<file path="config.mk">
export PLATFORM = sky130hd
export DESIGN_NAME = frn_dist
export DESIGN_NICKNAME = d
export VERILOG_FILES = /design/src/rtl/core/frn_pkg.sv /design/src/rtl/core/frn_dist.sv
export SDC_FILE = /design/constraint.sdc
export NUM_CORES = 2
export LEC_CHECK = 0
export ABC_AREA = 1
export BUFFER_PORTS_ARGS = -buffer_cell sky130_fd_sc_hd__buf_2
export CAP_MARGIN = 20
export CORE_MARGIN = 4
export CORE_UTILIZATION = 30
export DETAILED_ROUTE_END_ITERATION = 7
export HOLD_SLACK_MARGIN = 0.15
export PLACE_DENSITY = 0.42
export SLEW_MARGIN = 10
export SYNTH_ARGS = -nofsm -noshare
export SYNTH_HDL_FRONTEND = slang
export SYNTH_SLANG_ARGS = --single-unit
</file>
<file path="constraint.sdc">
create_clock -name clk -period 11.4 [get_ports clk]
set_input_delay 1.14 -clock clk [delete_from_list [all_inputs] [get_ports clk]]
set_output_delay 1.14 -clock clk [all_outputs]
set_load 0.005 [all_outputs]
</file>
<file path="src/rtl/core/frn_pkg.sv">
// Types, constants and helper functions of the neighbor search unit.
package frn_pkg;

  localparam int MAX_PARTICLES = 2048;
  localparam int MAX_NEIGHBORS = 60;
  localparam int SLOT_W = $clog2(MAX_PARTICLES);
  localparam int CNT_W = SLOT_W + 1;
  localparam int NBR_W = 6;
  localparam int POS_W = 24;
  localparam int CELL_W = 21;
  localparam int INV_W = 24;
  localparam int RAD_W = 52;
  localparam int SQ_W = 50;
  localparam int CFG_IDX_W = 2;
  localparam int CFG_DATA_W = 52;
  localparam int CELL_SHIFT = 28;

  typedef logic signed [POS_W-1:0] pos_t;
  typedef logic signed [CELL_W-1:0] cell_t;

  typedef struct packed {
    pos_t x;
    pos_t y;
    pos_t z;
  } vec_pos_t;

  typedef struct packed {
    cell_t x;
    cell_t y;
    cell_t z;
  } vec_cell_t;

  typedef struct packed {
    logic      valid;
    vec_pos_t  pos;
    vec_cell_t grid;
  } entry_t;

  typedef struct packed {
    logic slot_valid;
    logic cell_match;
    logic in_radius;
  } dist_res_t;

  typedef enum logic [1:0] {
    OP_CLEAR    = 2'd0,
    OP_FLUID    = 2'd1,
    OP_BOUNDARY = 2'd2,
    OP_QUERY    = 2'd3
  } op_t;

  typedef enum logic [1:0] {
    STAT_OK         = 2'd0,
    STAT_NOT_LOADED = 2'd1,
    STAT_FULL       = 2'd2
  } status_t;

  typedef enum logic [1:0] {
    REG_NUM_FLUID     = 2'd0,
    REG_INV_CELL_SIZE = 2'd1,
    REG_RADIUS_SQ     = 2'd2,
    REG_MAX_NEIGHBORS = 2'd3
  } cfg_reg_t;

  typedef enum logic [2:0] {
    ST_INIT,
    ST_IDLE,
    ST_QWAIT,
    ST_RD,
    ST_LAT,
    ST_CHK,
    ST_FLUSH
  } state_t;

  // Cell coordinate: floor of position times inverse cell size.
  function automatic cell_t cell_of(pos_t p, logic [INV_W-1:0] inv);
    logic signed [POS_W+INV_W:0] prod;
    prod = p * $signed({1'b0, inv});
    return prod[POS_W+INV_W -: CELL_W];
  endfunction

endpackage

</file>
<file path="src/rtl/core/frn_dist.sv">
// Distance unit: registered squared differences and cell test, then the radius test.
module frn_dist (
  input  logic                       clk,
  input  logic                       en,
  input  frn_pkg::vec_pos_t          qpos,
  input  frn_pkg::vec_cell_t         qcell,
  input  logic [1:0]                 ox,
  input  logic [1:0]                 oy,
  input  logic [1:0]                 oz,
  input  frn_pkg::entry_t            cand,
  input  logic [frn_pkg::RAD_W-1:0]  radius_sq,
  output frn_pkg::dist_res_t         res
);
  import frn_pkg::*;

  logic signed [POS_W:0]  dx, dy, dz;
  logic signed [SQ_W-1:0] px, py, pz;
  logic [SQ_W-1:0]        sq_x, sq_y, sq_z;
  logic                   match, valid;
  logic [RAD_W-1:0]       sum;

  function automatic logic same_cell(cell_t q, logic [1:0] o, cell_t c);
    logic [1:0]        off;
    logic [CELL_W:0]   tgt;
    off = o - 2'd1;
    tgt = {q[CELL_W-1], q} + {{(CELL_W-1){off[1]}}, off};
    return tgt == {c[CELL_W-1], c};
  endfunction

  always_comb begin
    dx = qpos.x - cand.pos.x;
    dy = qpos.y - cand.pos.y;
    dz = qpos.z - cand.pos.z;
    px = dx * dx;
    py = dy * dy;
    pz = dz * dz;
  end

  always_ff @(posedge clk) begin
    if (en) begin
      sq_x  <= unsigned'(px);
      sq_y  <= unsigned'(py);
      sq_z  <= unsigned'(pz);
      valid <= cand.valid;
      match <= same_cell(qcell.x, ox, cand.grid.x) && same_cell(qcell.y, oy, cand.grid.y) &&
               same_cell(qcell.z, oz, cand.grid.z);
    end
  end

  always_comb begin
    sum = {2'b00, sq_x} + {2'b00, sq_y} + {2'b00, sq_z};
    res.slot_valid = valid;
    res.cell_match = match;
    res.in_radius  = sum < radius_sq;
  end

endmodule

</file>
==> impl_metrics.py <==
metrics = {
    "floorplan": {
        "initial_utilization_pct": 30.2,
        "dieArea_um2": 276000,
        "coreArea_um2": 266000,
        "ioPinCount": 334,
        "die_h_um": 525,
        "rows": 189,
        "die_w_um": 525,
    },
    "place": {
        "dpl_cell_area_um2": 86600,
        "dp_hpwl_um": 229000,
        "port_buffers": 333,
        "place_congestion": 0.910,
    },
    "synth": {
        "synth_compound_area_share_pct": 5.98,
        "synth_seq_cells": 149,
        "synth_cells": 9429,
        "synth_mux_area_share_pct": 0.0140,
        "synth_top_family_by_area": "adder cells",
        "synthXorXnorAreaFrac_pct": 3.97,
        "synth-seq-area-share_pct": 5.57,
        "synth_edf_count": 149,
        "synth-main-ff-cell": "edfxtp_1",
        "syn_area_per_cell_um2": 8.52,
        "yosysWarningCount": 0,
        "async_flop_share_pct": 0,
        "synth.distinct_cells": 65,
        "synthSimpleGateAreaFrac_pct": 14.2,
        "synthAdderAreaFrac_pct": 57.3,
        "syn-cell-area_um2": 80300,
    },
    "final_layout": {
        "drive_above_1_share_pct": 5.99,
        "fin_area_um2": 87300,
        "area_delta_synth_final_pct": 8.68,
        "nets": 12629,
        "fin_util_pct": 32.8,
    },
    "cts": {
        "cts_sinks": 149,
        "cts_resized": 0,
        "clock-root-buffer": "clkbuf_16",
        "cts_hold_buf": 0,
        "cts.path.max_buffers": 2,
        "h-tree-depth": 4,
        "cts_tree": "built",
        "numCtsBuffers": 17,
        "post_cts_buffers": 0,
        "cts.reportedPaths.clkPinSlew_ns": 0.08,
    },
    "timing": {
        "final-setup-viol-count": 0,
        "layout_min_cycle_time_ns": 10.01,
        "whs_ns": 0.863,
        "worst_pin_slew_ns": 1.08,
        "hold_viol_final": 0,
        "min_period_over_period_pct": 87.8,
        "tns_ns": 0,
        "maxSlewHeadroom_pct": 27.5,
        "max_freq_mhz": 99.9,
        "slew_viol_final": 0,
        "rsz0062_at_grt": "no",
    },
    "critical_path": {
        "crit_type": "input pin to flip-flop",
        "cp_max_fo": 11,
        "cp_num_buf_inv": 10,
        "cpPeakStageDelay_ns": 0.56,
        "worst_setup_path_end_kind": "flip-flop",
        "critPathArrivalTime_ns": 10.23,
        "crit_family": "adder cells",
        "cp.required_ns": 11.62,
        "cpMostUsedCell": "inv_1",
        "start_kind": "input pin",
        "slowest_stage": "inv_1",
    },
    "min_path": {
        "hold_path_class": "input pin to flip-flop",
        "hold_end": "valid",
        "hp-start": "cand[135]",
        "holdPathStages": 1,
    },
    "run_status": {
        "status": "completed",
    },
    "routing": {
        "first_iter_violations": 3644,
        "antenna_left": 0,
        "post_drt_wl_per_cell_um": 19.6,
        "routed_via_density": 4.63,
        "totalWireLength_um": 261000,
        "num_vias": 61569,
        "route.detailed.drc": 0,
        "drtPass1Iterations": 5,
    },
    "global_route": {
        "grt_max_degree": 57,
        "grt_pass1_wl_um": 409000,
        "antenna_found_initial": 23,
        "grt_overflow": 0,
        "track_usage_pct": 19.2,
        "grt_pass1_vias": 68380,
    },
    "job": {
        "drv_cap": 0,
    },
}
stage by stage:
| step | worst slack, ns | instances |
|---|---|---|
| 2_1_floorplan | 2.56 | 9430 |
| 3_5_place_dp | 1.10 | 13262 |
| 6_report | 1.39 | 13303 |
| 3_3_place_gp | 1.03 | 13261 |
| 5_1_grt | 1.05 | 13297 |
| 4_1_cts | 1.61 | 13294 |
worst max path at each step:
stage                     endpoint  slack [ns]  cells after the start     start
final                     sq_y[41]        1.39                     35  qpos[24]
after global routing      sq_x[47]        1.05                     34  qpos[48]
after CTS                 sq_y[41]        1.61                     35  qpos[24]
after detailed placement  sq_y[41]        1.10                     35  qpos[24]
after global placement    sq_y[41]        1.03                     35  qpos[24]
after floorplan           sq_z[49]        2.56                     34   qpos[0]
logic make-up (layout without fill, tap and decap cells):
kind of cell / Yosys count / in the layout
multiplexers: 1 / 1
AND/OR/NAND/NOR: 2822 / 2822
other: 2 / 12
flip-flops: 149 / 149
buffers and inverters: 2740 / 3071
XOR/XNOR: 343 / 343
adder cells (fa/ha/maj): 2550 / 2550
AO/OA/AOI/OAI: 822 / 822
routing by layer:
layer | track usage [%] | share of wire (%)
met1 | 26.9 | 46
met4 | 3.32 | 1.8
met5 | 0 | 0.035
met3 | 1.62 | 4.0
met2 | 32.6 | 48
state kept, by name, indices dropped and copies added (netlist names):
register,count
match,1
sq_x,49
sq_y,49
sq_z,49
valid,1
Yosys cell counts, drive strengths merged, types with 18 or more instances:
master  number  area share [%]
o21a        27            0.25
o21ai      179             1.1
ha         671              10
fa        1879              47
a21oi      386             2.4
xnor2      122             1.4
edfxtp     149             5.6
a31oi       48            0.39
nor3        56            0.37
buf         86            0.59
nand4       68            0.53
nor2      1049             4.9
inv       2579              12
nand3      223             1.4
a21o        58            0.54
o21bai      50            0.47
o211ai      19            0.18
clkbuf      63            0.29
nand2     1358             6.4
nand3b      18            0.17
xor2       218             2.5
cell usage in the layout (no fill, tap or decap), drive strengths merged, types with 2 or more instances in the layout:
| master | netlist | layout |
|---|---|---|
| inv | 2579 | 2591 |
| fa | 1879 | 1879 |
| nand2 | 1358 | 1358 |
| nor2 | 1049 | 1049 |
| ha | 671 | 671 |
| buf | 86 | 448 |
| a21oi | 386 | 386 |
| nand3 | 223 | 223 |
| xor2 | 218 | 218 |
| o21ai | 179 | 179 |
| edfxtp | 149 | 149 |
| xnor2 | 122 | 122 |
| nand4 | 68 | 68 |
| a21o | 58 | 58 |
| nor3 | 56 | 56 |
| o21bai | 50 | 50 |
| a31oi | 48 | 48 |
| o21a | 27 | 27 |
| o211ai | 19 | 19 |
| nand3b | 18 | 18 |
| nor4 | 17 | 17 |
| clkbuf | 63 | 17 |
| a21boi | 17 | 17 |
| or2 | 15 | 15 |
| clkinv | 12 | 13 |
| and3 | 12 | 12 |
| diode | 0 | 9 |
| o221ai | 9 | 9 |
| o31ai | 8 | 8 |
| a211oi | 6 | 6 |
| a31o | 4 | 4 |
| a221oi | 4 | 4 |
| and2 | 3 | 3 |
| a2111oi | 3 | 3 |
| conb | 2 | 3 |
| o2111ai | 3 | 3 |
| xnor3 | 2 | 2 |
| bufinv | 0 | 2 |
| nor3b | 2 | 2 |
area by class of cell:
type	instances	area, um^2
Sequential cell	149	4470
Antenna cell	9	22.5
Fill cell	28483	179000
Timing Repair Buffer	448	2540
Inverter	2591	9730
Multi-Input combinational cell	6541	65500
Clock buffer	17	425
Clock inverter	15	179
Tap cell	3533	4420
Power is not shown: default switching activity piles up to over one toggle a cycle in this logic, so the estimate is an artifact.
